===== src/hw/rtl/ctok_pkg.sv =====
`default_nettype none

package ctok_pkg;

   // Identifier and string tokens close once their text reaches this length.
   localparam logic [7:0] MAX_TEXT = 8'd127;

   // Result queue between the lexer and the result port.
   localparam int RSP_DEPTH = 4;
   localparam int RSP_PTR_W = $clog2(RSP_DEPTH);
   localparam int RSP_CNT_W = RSP_PTR_W + 1;

   localparam logic [1:0] KIND_TEXT  = 2'd0;
   localparam logic [1:0] KIND_TOKEN = 2'd1;
   localparam logic [1:0] KIND_ERROR = 2'd2;
   localparam logic [1:0] KIND_END   = 2'd3;

   localparam logic [4:0] TOK_ID          = 5'd0;
   localparam logic [4:0] TOK_CONST       = 5'd1;
   localparam logic [4:0] TOK_STRING      = 5'd2;
   localparam logic [4:0] TOK_KW_BASE     = 5'd3;
   localparam logic [4:0] TOK_LE          = 5'd11;
   localparam logic [4:0] TOK_GE          = 5'd12;
   localparam logic [4:0] TOK_NE          = 5'd13;
   localparam logic [4:0] TOK_EQ          = 5'd14;
   localparam logic [4:0] TOK_OROR        = 5'd15;
   localparam logic [4:0] TOK_ANDAND      = 5'd16;
   localparam logic [4:0] TOK_NONE        = 5'd0;

   localparam logic [2:0] ERR_BAD_CHAR       = 3'd0;
   localparam logic [2:0] ERR_BAD_PUNCT      = 3'd1;
   localparam logic [2:0] ERR_BAD_CHR_ESC    = 3'd2;
   localparam logic [2:0] ERR_MISSING_QUOTE  = 3'd3;
   localparam logic [2:0] ERR_BAD_STR_ESC    = 3'd4;
   localparam logic [2:0] ERR_NONE           = 3'd0;

   // Keywords in token order; each word is right aligned, first char highest.
   localparam logic [47:0] KW_WORD [8] = '{
      48'("int"), 48'("char"), 48'("if"), 48'("else"),
      48'("for"), 48'("while"), 48'("return"), 48'("sizeof")
   };
   localparam logic [2:0] KW_LEN [8] = '{3'd3, 3'd4, 3'd2, 3'd4, 3'd3, 3'd5, 3'd6, 3'd6};

   typedef enum logic [3:0] {
      MODE_IDLE,
      MODE_HASH,
      MODE_ID,
      MODE_NUM,
      MODE_OP,
      MODE_STR,
      MODE_STR_ESC,
      MODE_CHR,
      MODE_CHR_ESC,
      MODE_CHR_END
   } mode_type;

   typedef struct packed {
      logic [7:0] byte_req;
      logic       at_end;
   } req_type;

   typedef struct packed {
      logic [1:0]  kind;
      logic [4:0]  token;
      logic [31:0] value;
      logic [2:0]  error_code;
      logic        last;
   } rsp_type;

   // Up to two results written into the queue in one cycle.
   typedef struct packed {
      logic [1:0] count;
      rsp_type    beat0;
      rsp_type    beat1;
   } rsp_push_type;

   // What a byte does when it is lexed from the idle mode.
   typedef struct packed {
      mode_type   mode;
      logic       emit;
      rsp_type    res;
      logic [7:0] mask;
   } idle_type;

   function automatic rsp_type mk_res(logic [1:0] kind, logic [4:0] tok,
                                      logic [31:0] val, logic [2:0] err);
      rsp_type r;
      r.kind       = kind;
      r.token      = tok;
      r.value      = val;
      r.error_code = err;
      r.last       = 1'b0;
      return r;
   endfunction

   function automatic logic is_alpha(logic [7:0] b);
      return (b inside {["a":"z"], ["A":"Z"]});
   endfunction

   function automatic logic is_digit(logic [7:0] b);
      return (b inside {["0":"9"]});
   endfunction

   function automatic logic is_id_char(logic [7:0] b);
      return is_alpha(b) || is_digit(b) || (b == "_");
   endfunction

   // Keywords that are long enough and hold byte b at position pos.
   function automatic logic [7:0] kw_match(logic [7:0] pos, logic [7:0] b);
      logic [7:0] m;
      logic [2:0] sh;
      m = '0;
      for (int k = 0; k < 8; k++) begin
         sh = KW_LEN[k] - 3'd1 - pos[2:0];
         if (pos < {5'd0, KW_LEN[k]} && KW_WORD[k][{sh, 3'd0} +: 8] == b) begin
            m[k] = 1'b1;
         end
      end
      return m;
   endfunction

   // Token code of a closed identifier: the first surviving keyword of matching length.
   function automatic logic [4:0] kw_code(logic [7:0] mask, logic [7:0] len);
      logic [4:0] code;
      code = TOK_ID;
      for (int k = 7; k >= 0; k--) begin
         if (mask[k] && {5'd0, KW_LEN[k]} == len) begin
            code = TOK_KW_BASE + 5'(k);
         end
      end
      return code;
   endfunction

   function automatic logic [4:0] single_code(logic [7:0] b);
      logic [4:0] code;
      case (b)
         ";":     code = 5'd17;
         "(":     code = 5'd18;
         ")":     code = 5'd19;
         "{":     code = 5'd20;
         "}":     code = 5'd21;
         "-":     code = 5'd22;
         "+":     code = 5'd23;
         "*":     code = 5'd24;
         ",":     code = 5'd25;
         "<":     code = 5'd26;
         ">":     code = 5'd27;
         "!":     code = 5'd28;
         "=":     code = 5'd29;
         "|":     code = 5'd30;
         "&":     code = 5'd31;
         default: code = TOK_NONE;
      endcase
      return code;
   endfunction

   function automatic logic [4:0] double_code(logic [7:0] p, logic [7:0] b);
      logic [4:0] code;
      code = TOK_NONE;
      if (b == "=") begin
         case (p)
            "<":     code = TOK_LE;
            ">":     code = TOK_GE;
            "!":     code = TOK_NE;
            "=":     code = TOK_EQ;
            default: code = TOK_NONE;
         endcase
      end else if (b == "|" && p == "|") begin
         code = TOK_OROR;
      end else if (b == "&" && p == "&") begin
         code = TOK_ANDAND;
      end
      return code;
   endfunction

   function automatic idle_type idle_step(logic [7:0] b);
      idle_type r;
      r.mode = MODE_IDLE;
      r.emit = 1'b0;
      r.res  = mk_res(KIND_TEXT, TOK_ID, {24'd0, b}, ERR_NONE);
      r.mask = kw_match(8'd0, b);
      if (b inside {[8'd9:8'd13], " "}) begin
         r.mode = MODE_IDLE;
      end else if (is_alpha(b) || b == "_") begin
         r.mode = MODE_ID;
         r.emit = 1'b1;
      end else if (is_digit(b)) begin
         r.mode = MODE_NUM;
      end else if (b == "'") begin
         r.mode = MODE_CHR;
      end else if (b == "\"") begin
         r.mode = MODE_STR;
      end else if (b == "#") begin
         r.mode = MODE_HASH;
      end else if (b inside {"<", ">", "!", "=", "|", "&"}) begin
         r.mode = MODE_OP;
      end else if (single_code(b) != TOK_NONE) begin
         r.emit = 1'b1;
         r.res  = mk_res(KIND_TOKEN, single_code(b), 32'd0, ERR_NONE);
      end else if (b inside {[8'd33:8'd126]}) begin
         r.emit = 1'b1;
         r.res  = mk_res(KIND_ERROR, TOK_NONE, 32'd0, ERR_BAD_PUNCT);
      end else begin
         r.emit = 1'b1;
         r.res  = mk_res(KIND_ERROR, TOK_NONE, 32'd0, ERR_BAD_CHAR);
      end
      return r;
   endfunction

endpackage

`default_nettype wire


===== src/hw/rtl/c_subset_tokenizer.sv =====
`default_nettype none
// A result is written into the result queue when its source beat is accepted. The
// four-entry queue takes a beat while it has room for two more results. Throughput:
// one source beat per cycle while the queue has room; a beat that closes a token and
// starts another gives two results; the port drains one result per cycle on rsp_ready.
// Reset (synchronous, active high) empties the queue and returns the lexer to idle.

module c_subset_tokenizer (
   input  wire logic              clock,
   input  wire logic              reset,
   input  wire logic              req_valid,
   output logic                   req_ready,
   input  wire ctok_pkg::req_type req_payload,
   output logic                   rsp_valid,
   input  wire logic              rsp_ready,
   output ctok_pkg::rsp_type      rsp_payload
);
   import ctok_pkg::*;

   rsp_push_type push;
   logic         room;
   logic         accept;

   assign req_ready = room;
   assign accept    = req_valid && room;

   ctok_lexer u_lexer (
      .clock       (clock),
      .reset       (reset),
      .accept      (accept),
      .req_payload (req_payload),
      .push        (push)
   );

   ctok_rsp_queue u_queue (
      .clock       (clock),
      .reset       (reset),
      .push        (push),
      .room        (room),
      .rsp_valid   (rsp_valid),
      .rsp_ready   (rsp_ready),
      .rsp_payload (rsp_payload)
   );

endmodule

`default_nettype wire


===== src/hw/rtl/ctok_lexer.sv =====
`default_nettype none

module ctok_lexer (
   input  wire logic                  clock,
   input  wire logic                  reset,
   input  wire logic                  accept,
   input  wire ctok_pkg::req_type     req_payload,
   output ctok_pkg::rsp_push_type     push
);
   import ctok_pkg::*;

   mode_type    mode_ff, mode_in;
   logic [7:0]  text_length_ff, text_length_in;
   logic [7:0]  keyword_mask_ff, keyword_mask_in;
   logic [31:0] number_acc_ff, number_acc_in;
   logic [7:0]  pending_op_ff, pending_op_in;
   logic [7:0]  char_value_ff, char_value_in;

   logic [7:0]  b;
   idle_type    idle;
   logic [7:0]  id_mask_upd;
   logic [7:0]  tl_inc;
   logic        tl_full;
   logic [31:0] acc_mul;
   logic [4:0]  dbl_code;
   logic [7:0]  esc_val;
   logic        str_esc_ok;
   logic        chr_esc_ok;
   logic        take_idle;
   rsp_type     res0, res1;
   logic [1:0]  n_res;

   assign b           = req_payload.byte_req;
   assign idle        = idle_step(b);
   assign id_mask_upd = keyword_mask_ff & kw_match(text_length_ff, b);
   assign tl_inc      = text_length_ff + 8'd1;
   assign tl_full     = (tl_inc >= MAX_TEXT);
   assign acc_mul     = (number_acc_ff << 3) + (number_acc_ff << 1) + {24'd0, b - 8'h30};
   assign dbl_code    = double_code(pending_op_ff, b);
   assign str_esc_ok  = (b inside {"n", "t", "\\", "\""});
   assign chr_esc_ok  = (b inside {"n", "t", "\\", "'"});

   always_comb begin
      case (b)
         "n":     esc_val = 8'h0A;
         "t":     esc_val = 8'h09;
         default: esc_val = b;
      endcase
   end

   // Next state.
   always_comb begin
      mode_in         = mode_ff;
      text_length_in  = text_length_ff;
      keyword_mask_in = keyword_mask_ff;
      number_acc_in   = number_acc_ff;
      pending_op_in   = pending_op_ff;
      char_value_in   = char_value_ff;
      take_idle       = 1'b0;
      if (accept) begin
         if (req_payload.at_end) begin
            mode_in = MODE_IDLE;
         end else begin
            case (mode_ff)
               MODE_HASH: begin
                  if (b == 8'h0A) mode_in = MODE_IDLE;
               end
               MODE_ID: begin
                  if (is_id_char(b)) begin
                     keyword_mask_in = id_mask_upd;
                     text_length_in  = tl_inc;
                     if (tl_full) mode_in = MODE_IDLE;
                  end else begin
                     take_idle = 1'b1;
                  end
               end
               MODE_NUM: begin
                  if (is_digit(b)) number_acc_in = acc_mul;
                  else take_idle = 1'b1;
               end
               MODE_OP: begin
                  if (dbl_code != TOK_NONE) mode_in = MODE_IDLE;
                  else take_idle = 1'b1;
               end
               MODE_STR: begin
                  if (b == "\"") begin
                     mode_in = MODE_IDLE;
                  end else if (b == "\\") begin
                     mode_in = MODE_STR_ESC;
                  end else begin
                     text_length_in = tl_inc;
                     if (tl_full) mode_in = MODE_IDLE;
                  end
               end
               MODE_STR_ESC: begin
                  if (str_esc_ok) begin
                     text_length_in = tl_inc;
                     mode_in        = tl_full ? MODE_IDLE : MODE_STR;
                  end else begin
                     mode_in = MODE_IDLE;
                  end
               end
               MODE_CHR: begin
                  if (b == "\\") begin
                     mode_in = MODE_CHR_ESC;
                  end else begin
                     char_value_in = b;
                     mode_in       = MODE_CHR_END;
                  end
               end
               MODE_CHR_ESC: begin
                  if (chr_esc_ok) begin
                     char_value_in = esc_val;
                     mode_in       = MODE_CHR_END;
                  end else begin
                     mode_in = MODE_IDLE;
                  end
               end
               MODE_CHR_END: begin
                  mode_in = MODE_IDLE;
               end
               default: begin
                  take_idle = 1'b1;
               end
            endcase
            // A byte that closes a token is lexed again from idle.
            if (take_idle) begin
               mode_in = idle.mode;
               case (idle.mode)
                  MODE_ID: begin
                     text_length_in  = 8'd1;
                     keyword_mask_in = idle.mask;
                  end
                  MODE_NUM: number_acc_in  = {24'd0, b - 8'h30};
                  MODE_OP:  pending_op_in  = b;
                  MODE_STR: text_length_in = 8'd0;
                  default:  ;
               endcase
            end
         end
      end
   end

   // Results of the accepted beat.
   always_comb begin
      res0  = mk_res(KIND_TEXT, TOK_ID, 32'd0, ERR_NONE);
      res1  = mk_res(KIND_TEXT, TOK_ID, 32'd0, ERR_NONE);
      n_res = 2'd0;
      if (req_payload.at_end) begin
         res1  = mk_res(KIND_END, TOK_NONE, 32'd0, ERR_NONE);
         n_res = 2'd2;
         case (mode_ff)
            MODE_ID: res0 = mk_res(KIND_TOKEN, kw_code(keyword_mask_ff, text_length_ff),
                                   {24'd0, text_length_ff}, ERR_NONE);
            MODE_NUM: res0 = mk_res(KIND_TOKEN, TOK_CONST, number_acc_ff, ERR_NONE);
            MODE_OP: res0 = mk_res(KIND_TOKEN, single_code(pending_op_ff), 32'd0, ERR_NONE);
            MODE_STR, MODE_STR_ESC, MODE_CHR, MODE_CHR_ESC, MODE_CHR_END:
               res0 = mk_res(KIND_ERROR, TOK_NONE, 32'd0, ERR_MISSING_QUOTE);
            default: begin
               res0  = mk_res(KIND_END, TOK_NONE, 32'd0, ERR_NONE);
               n_res = 2'd1;
            end
         endcase
      end else begin
         case (mode_ff)
            MODE_HASH: n_res = 2'd0;
            MODE_ID: begin
               if (is_id_char(b)) begin
                  res0  = mk_res(KIND_TEXT, TOK_ID, {24'd0, b}, ERR_NONE);
                  res1  = mk_res(KIND_TOKEN, kw_code(id_mask_upd, tl_inc),
                                 {24'd0, tl_inc}, ERR_NONE);
                  n_res = tl_full ? 2'd2 : 2'd1;
               end else begin
                  res0  = mk_res(KIND_TOKEN, kw_code(keyword_mask_ff, text_length_ff),
                                 {24'd0, text_length_ff}, ERR_NONE);
                  res1  = idle.res;
                  n_res = idle.emit ? 2'd2 : 2'd1;
               end
            end
            MODE_NUM: begin
               if (!is_digit(b)) begin
                  res0  = mk_res(KIND_TOKEN, TOK_CONST, number_acc_ff, ERR_NONE);
                  res1  = idle.res;
                  n_res = idle.emit ? 2'd2 : 2'd1;
               end
            end
            MODE_OP: begin
               if (dbl_code != TOK_NONE) begin
                  res0  = mk_res(KIND_TOKEN, dbl_code, 32'd0, ERR_NONE);
                  n_res = 2'd1;
               end else begin
                  res0  = mk_res(KIND_TOKEN, single_code(pending_op_ff), 32'd0, ERR_NONE);
                  res1  = idle.res;
                  n_res = idle.emit ? 2'd2 : 2'd1;
               end
            end
            MODE_STR: begin
               if (b == "\"") begin
                  res0  = mk_res(KIND_TOKEN, TOK_STRING, {24'd0, text_length_ff}, ERR_NONE);
                  n_res = 2'd1;
               end else if (b != "\\") begin
                  res0  = mk_res(KIND_TEXT, TOK_STRING, {24'd0, b}, ERR_NONE);
                  res1  = mk_res(KIND_TOKEN, TOK_STRING, {24'd0, tl_inc}, ERR_NONE);
                  n_res = tl_full ? 2'd2 : 2'd1;
               end
            end
            MODE_STR_ESC: begin
               if (str_esc_ok) begin
                  res0  = mk_res(KIND_TEXT, TOK_STRING, {24'd0, esc_val}, ERR_NONE);
                  res1  = mk_res(KIND_TOKEN, TOK_STRING, {24'd0, tl_inc}, ERR_NONE);
                  n_res = tl_full ? 2'd2 : 2'd1;
               end else begin
                  res0  = mk_res(KIND_ERROR, TOK_NONE, 32'd0, ERR_BAD_STR_ESC);
                  n_res = 2'd1;
               end
            end
            MODE_CHR: n_res = 2'd0;
            MODE_CHR_ESC: begin
               if (!chr_esc_ok) begin
                  res0  = mk_res(KIND_ERROR, TOK_NONE, 32'd0, ERR_BAD_CHR_ESC);
                  n_res = 2'd1;
               end
            end
            MODE_CHR_END: begin
               if (b == "'") begin
                  res0 = mk_res(KIND_TOKEN, TOK_CONST, {24'd0, char_value_ff}, ERR_NONE);
               end else begin
                  res0 = mk_res(KIND_ERROR, TOK_NONE, 32'd0, ERR_MISSING_QUOTE);
               end
               n_res = 2'd1;
            end
            default: begin
               res0  = idle.res;
               n_res = idle.emit ? 2'd1 : 2'd0;
            end
         endcase
      end
      res0.last = (n_res == 2'd1);
      res1.last = (n_res == 2'd2);
   end

   assign push.count = accept ? n_res : 2'd0;
   assign push.beat0 = res0;
   assign push.beat1 = res1;

   always_ff @(posedge clock) begin
      if (reset) begin
         mode_ff         <= MODE_IDLE;
         text_length_ff  <= 8'd0;
         keyword_mask_ff <= 8'hFF;
         number_acc_ff   <= 32'd0;
         pending_op_ff   <= 8'd0;
         char_value_ff   <= 8'd0;
      end else begin
         mode_ff         <= mode_in;
         text_length_ff  <= text_length_in;
         keyword_mask_ff <= keyword_mask_in;
         number_acc_ff   <= number_acc_in;
         pending_op_ff   <= pending_op_in;
         char_value_ff   <= char_value_in;
      end
   end

`ifndef SYNTHESIS
   // An end beat always closes with the end result.
   assert property (@(posedge clock) disable iff (reset)
      accept && req_payload.at_end |->
         (push.count == 2'd1 && push.beat0.kind == KIND_END) ||
         (push.count == 2'd2 && push.beat1.kind == KIND_END))
      else $error("end beat without end result");

   assert property (@(posedge clock) disable iff (reset)
      accept && req_payload.at_end |=> mode_ff == MODE_IDLE)
      else $error("lexer not idle after end of input");

   // An open identifier always holds text, and never as much as the limit.
   assert property (@(posedge clock) disable iff (reset)
      mode_ff == MODE_ID |-> text_length_ff != 8'd0 && text_length_ff < MAX_TEXT)
      else $error("identifier length out of range");
`endif

endmodule

`default_nettype wire


===== src/hw/rtl/ctok_rsp_queue.sv =====
`default_nettype none

module ctok_rsp_queue (
   input  wire logic                  clock,
   input  wire logic                  reset,
   input  wire ctok_pkg::rsp_push_type push,
   output logic                       room,
   output logic                       rsp_valid,
   input  wire logic                  rsp_ready,
   output ctok_pkg::rsp_type          rsp_payload
);
   import ctok_pkg::*;

   rsp_type                mem_ff [RSP_DEPTH];
   logic [RSP_PTR_W-1:0]   head_ff, head_in;
   logic [RSP_PTR_W-1:0]   tail_ff, tail_in;
   logic [RSP_CNT_W-1:0]   count_ff, count_in;
   logic                   pop;

   assign rsp_valid   = (count_ff != '0);
   assign rsp_payload = mem_ff[head_ff];
   assign pop         = rsp_valid && rsp_ready;
   // Room for the largest burst one beat can cause.
   assign room        = (count_ff <= RSP_CNT_W'(RSP_DEPTH - 2));

   assign head_in  = head_ff + RSP_PTR_W'(pop);
   assign tail_in  = tail_ff + RSP_PTR_W'(push.count);
   assign count_in = count_ff + RSP_CNT_W'(push.count) - RSP_CNT_W'(pop);

   always_ff @(posedge clock) begin
      if (push.count != 2'd0) mem_ff[tail_ff] <= push.beat0;
      if (push.count == 2'd2) mem_ff[tail_ff + RSP_PTR_W'(1)] <= push.beat1;
   end

   always_ff @(posedge clock) begin
      if (reset) begin
         head_ff  <= '0;
         tail_ff  <= '0;
         count_ff <= '0;
      end else begin
         head_ff  <= head_in;
         tail_ff  <= tail_in;
         count_ff <= count_in;
      end
   end

`ifndef SYNTHESIS
   assert property (@(posedge clock) disable iff (reset)
      RSP_CNT_W'(push.count) + count_ff <= RSP_CNT_W'(RSP_DEPTH))
      else $error("result queue overflow");

   assert property (@(posedge clock) disable iff (reset)
      pop && push.count == 2'd0 |=> count_ff == $past(count_ff) - RSP_CNT_W'(1))
      else $error("result queue count lost a pop");

   assert property (@(posedge clock) reset |=> !rsp_valid)
      else $error("result valid right after reset");
`endif

endmodule

`default_nettype wire


===== config.mk =====
export PLATFORM = sky130hd
export DESIGN_NAME = c_subset_tokenizer
export DESIGN_NICKNAME = d
export VERILOG_FILES = /design/src/hw/rtl/ctok_pkg.sv /design/src/hw/rtl/c_subset_tokenizer.sv /design/src/hw/rtl/ctok_lexer.sv /design/src/hw/rtl/ctok_rsp_queue.sv
export SDC_FILE = /design/constraint.sdc
export NUM_CORES = 1
export LEC_CHECK = 0
export BUFFER_PORTS_ARGS = -buffer_cell sky130_fd_sc_hd__clkbuf_2
export CAP_MARGIN = 15
export CORE_ASPECT_RATIO = 1.4
export CORE_MARGIN = 1.5
export CORE_UTILIZATION = 45
export CTS_CLUSTER_DIAMETER = 40
export CTS_CLUSTER_SIZE = 12
export DETAILED_ROUTE_END_ITERATION = 6
export PLACE_DENSITY = 0.73
export SKIP_LAST_GASP = 1
export SYNTH_ARGS = -nofsm -noshare
export SYNTH_HDL_FRONTEND = slang
export SYNTH_SLANG_ARGS = --single-unit

===== constraint.sdc =====
create_clock -name clock -period 6.05 [get_ports clock]
set_input_delay 0.605 -clock clock [delete_from_list [all_inputs] [get_ports clock]]
set_output_delay 0.605 -clock clock [all_outputs]
set_load 0.005 [all_outputs]

==> flow_summary.json <==
{
  "rows": 84,
  "wirelength_mm": 57.25,
  "stdcell_count": 2461,
  "drv_slew": 0,
  "final_util": 0.5037,
  "rsz0062_at_grt": "no",
  "maxCapViolCount": 0,
  "finalCritPeriodShare": 0.8029,
  "cts_setup_buffers": 0,
  "ys_warn_count": 0,
  "die_h_um": 234.6,
  "hold_depth": 2,
  "setup_viol": 0,
  "timing.rr.start": "u_lexer.text_length_ff[2]",
  "wl_per_cell_um": 23.26,
  "ant_nets": 0,
  "critPathTopFamily": "adder cells",
  "grt_start_max_net_pins": 97,
  "grt-ovfl-total": 0,
  "power_mw": 4.672,
  "grt_use_met1": 0.3361,
  "path_common_cell": "inv_1",
  "grt_pass1_vias": 15770,
  "regArea_sq_mm": 0.005628,
  "power_density_mw_per_mm2": 246.5,
  "critPathLaunchType": "flip-flop",
  "worst-path-buf-inv": 5,
  "r2r-end": "u_queue.count_ff[2]",
  "required_ns": 6.49,
  "place_area_sq_mm": 0.01792,
  "cp-end-kind": "flip-flop",
  "multiInputGateArea_sq_mm": 0.01081,
  "slew-limit-headroom": 0.1854,
  "die_x_um": 168.4,
  "hold_start": "u_lexer.char_value_ff[4]",
  "htreeDepth": 1,
  "cts_buffer_depth": 3,
  "cts.sinks": 247,
  "firstDrtPassIters": 5,
  "rr_worst_depth": 16,
  "fillers": 3488,
  "fp.coreArea_sq_mm": 0.03763,
  "critical_path_class": "reg -> reg",
  "dp_slack_ns": 0.7827,
  "yosysUniqueCellTypes": 99,
  "hold_violations": 0,
  "fin_worst_skew_ns": 0.01917,
  "drtIter0Drc": 1855,
  "slowest_delay_ns": 0.52,
  "place_inst": 2404,
  "clk_latency_ns": 0.58,
  "ys_ff_latch": 247,
  "ys.flop_type": "dfxtp_1",
  "min_to": "u_lexer.char_value_ff[4]",
  "worstPathMaxFanout": 17,
  "clock.fmax_mhz": 205.9,
  "syn_inst": 1972,
  "timing.setup.tns_ns": 0,
  "hold_ws_ns": 0.4565,
  "clkTransAtPathRegs_ns": 0.06,
  "setup_ws_ns": 1.192,
  "nets": 2066,
  "crit_chain": "buf_4 -> inv_1 -> buf_4 -> ha_1 -> nor3b_1 -> a41oi_1 -> o21ai_0 -> a221o_1 -> and2_1 -> inv_1 -> ha_1 -> inv_1 -> fa_1 -> xor2_1 -> xnor2_1 -> nor2_1",
  "vias": 16180,
  "drive_above_1_share": 0.1197,
  "diodes": 0,
  "vias_per_cell": 6.573,
  "cp_slowest_cell": "and2_1",
  "cts_buffers": 31,
  "status": "finished, final reports clean",
  "syn-cell-area_sq_mm": 0.01724,
  "grt_pass1_wl_mm": 88.58,
  "worst_ep_arrival_time_ns": 5.30,
  "grtUsageTotal": 0.2857,
  "worst-r2r-setup-slack_ns": 1.19,
  "cts_tree": "yes",
  "synth_edf_count": 68,
  "power.leakage_nw": 7.355,
  "synth_nets": 2074,
  "portBuffers": 57,
  "die_area_sq_mm": 0.03951,
  "worst_pin_slew_ns": 1.207,
  "cts_resized": 0,
  "start_util": 0.4582,
  "synth.avg_cell_area_sq_um": 8.742,
  "io_pins": 58,
  "hold_path.class": "reg -> reg",
  "place_hpwl_mm": 41.11,
  "place.gp.congestion": 1.016,
  "gr-usage-met3": 0.04203,
  "postCtsHoldBufs": 0,
  "grt_util_met2": 0.4960,
  "gr-max-usage-layer": "met2",
  "clockRootBuffer": "clkbuf_16",
  "antenna_found_initial": 0,
  "vdd_drop_max_v": 0.0001857,
  "drc": 0,
  "area_growth_pct": 9.929,
  "layout_min_cycle_time_ns": 4.858,
  "seq_area_frac_synth": 0.3263,
  "design_area_sq_mm": 0.01895,
  "ys_async_sr_fraction": 0
}
-- Yosys cell counts (all sizes together), types with 7 or more instances --
cell type | instances | share of area
nor4b | 12 | 0.0061
nor3 | 42 | 0.013
o22a | 9 | 0.0046
xor2 | 16 | 0.0081
a22oi | 22 | 0.0096
and2 | 17 | 0.0063
a21oi | 105 | 0.031
and4 | 10 | 0.0051
clkbuf | 106 | 0.023
o22ai | 68 | 0.025
nor4 | 13 | 0.0051
a21o | 19 | 0.0083
buf | 43 | 0.016
fa | 7 | 0.0081
nand4 | 14 | 0.0051
a211oi | 19 | 0.0086
or3 | 16 | 0.0058
nor2b | 21 | 0.0076
nor2 | 127 | 0.028
or2 | 10 | 0.0036
o21a | 11 | 0.0048
ha | 82 | 0.060
a31oi | 14 | 0.0051
xnor2 | 37 | 0.019
and3 | 8 | 0.0029
o21ai | 88 | 0.028
nand2 | 235 | 0.051
mux2i | 120 | 0.070
dfxtp | 179 | 0.21
o31ai | 13 | 0.0057
edfxtp | 68 | 0.12
inv | 45 | 0.0098
nor3b | 9 | 0.0039
mux4 | 44 | 0.057
o211ai | 16 | 0.0078
nand2b | 18 | 0.0065
nand3 | 152 | 0.044
nand3b | 10 | 0.0044
-- cells by family after synthesis --
kind of cell,synth area share
AND/OR/NAND/NOR,0.2110
AO/OA/AOI/OAI,0.1904
flip-flops,0.3263
buffers and inverters,0.04935
multiplexers,0.1278
adder cells (fa/ha/maj),0.06822
XOR/XNOR,0.02693
-- final cells by class --
class | instances | area share
clock buffers | 41 | 0.04397
repair buffers | 108 | 0.03790
multi-input cells | 1529 | 0.5704
flip-flops and latches | 247 | 0.2970
inverters | 47 | 0.009309
clock inverters | 16 | 0.01017
well taps | 473 | 0.03123
-- worst max path at each step --
stage | start | depth (start not counted) | endpoint | slack (ns)
detailed placement | req_payload[5] | 17 | u_queue.count_ff[2] | 0.78
floorplan | req_payload[7] | 17 | u_lexer.number_acc_ff[21] | 1.36
finish | u_lexer.text_length_ff[2] | 16 | u_queue.count_ff[2] | 1.19
CTS | u_lexer.text_length_ff[2] | 16 | u_queue.count_ff[2] | 1.38
global route | req_payload[5] | 17 | u_queue.count_ff[2] | 0.90
global placement | req_payload[5] | 17 | u_queue.count_ff[2] | 0.84
-- layer usage --
| metal | vias up | part of all wire |
|---|---|---|
| li1 | 7374 | - |
| met1 | 7808 | 0.38 |
| met2 | 784 | 0.49 |
| met3 | 211 | 0.070 |
| met4 | 0 | 0.058 |
| met5 | - | 0 |
-- cell usage in the layout, fill, tap and decap left out, drive strengths merged, types with 7 or more instances in the layout --
master	Yosys	routed
nand2	235	235
dfxtp	179	179
nand3	152	152
nor2	127	127
mux2i	120	120
a21oi	105	105
clkbuf	106	98
o21ai	88	88
ha	82	82
o22ai	68	68
edfxtp	68	68
buf	43	51
inv	45	50
mux4	44	44
nor3	42	42
xnor2	37	37
a22oi	22	22
nor2b	21	21
a21o	19	19
a211oi	19	19
nand2b	18	18
and2	17	17
or3	16	16
xor2	16	16
o211ai	16	16
nand4	14	14
a31oi	14	14
o31ai	13	13
nor4	13	13
nor4b	12	12
o21a	11	11
nand3b	10	10
and4	10	10
or2	10	10
nor3b	9	9
o22a	9	9
and3	8	8
fa	7	7
clkinv	2	7
-- flip-flops by register name, summed over array words and instances (netlist names) --
signal and count:
u_queue.head_ff 2, u_lexer.keyword_mask_ff 8, u_lexer.char_value_ff 8, u_lexer.pending_op_ff 8
u_lexer.mode_ff 4, u_lexer.text_length_ff 8, u_lexer.number_acc_ff 32, u_queue.mem_ff 172
u_queue.tail_ff 2, u_queue.count_ff 3
-- worst reg2reg max path, cell delays in order, from the launching register on --
cell	delay (ns)
dfxtp_1	0.40
buf_4	0.28
inv_1	0.07
buf_4	0.19
ha_1	0.48
nor3b_1	0.36
a41oi_1	0.46
o21ai_0	0.34
a221o_1	0.28
and2_1	0.52
inv_1	0.16
ha_1	0.32
inv_1	0.05
fa_1	0.43
xor2_1	0.20
xnor2_1	0.13
nor2_1	0.05
-- report_power, final --
group | switching, mW | internal, mW | leakage [nW]
sequential | 0.0363 | 1.77 | 2.10
combinational | 0.612 | 0.395 | 4.76
clock | 0.749 | 1.11 | 0.496
Power figures use the tool's default switching activity.
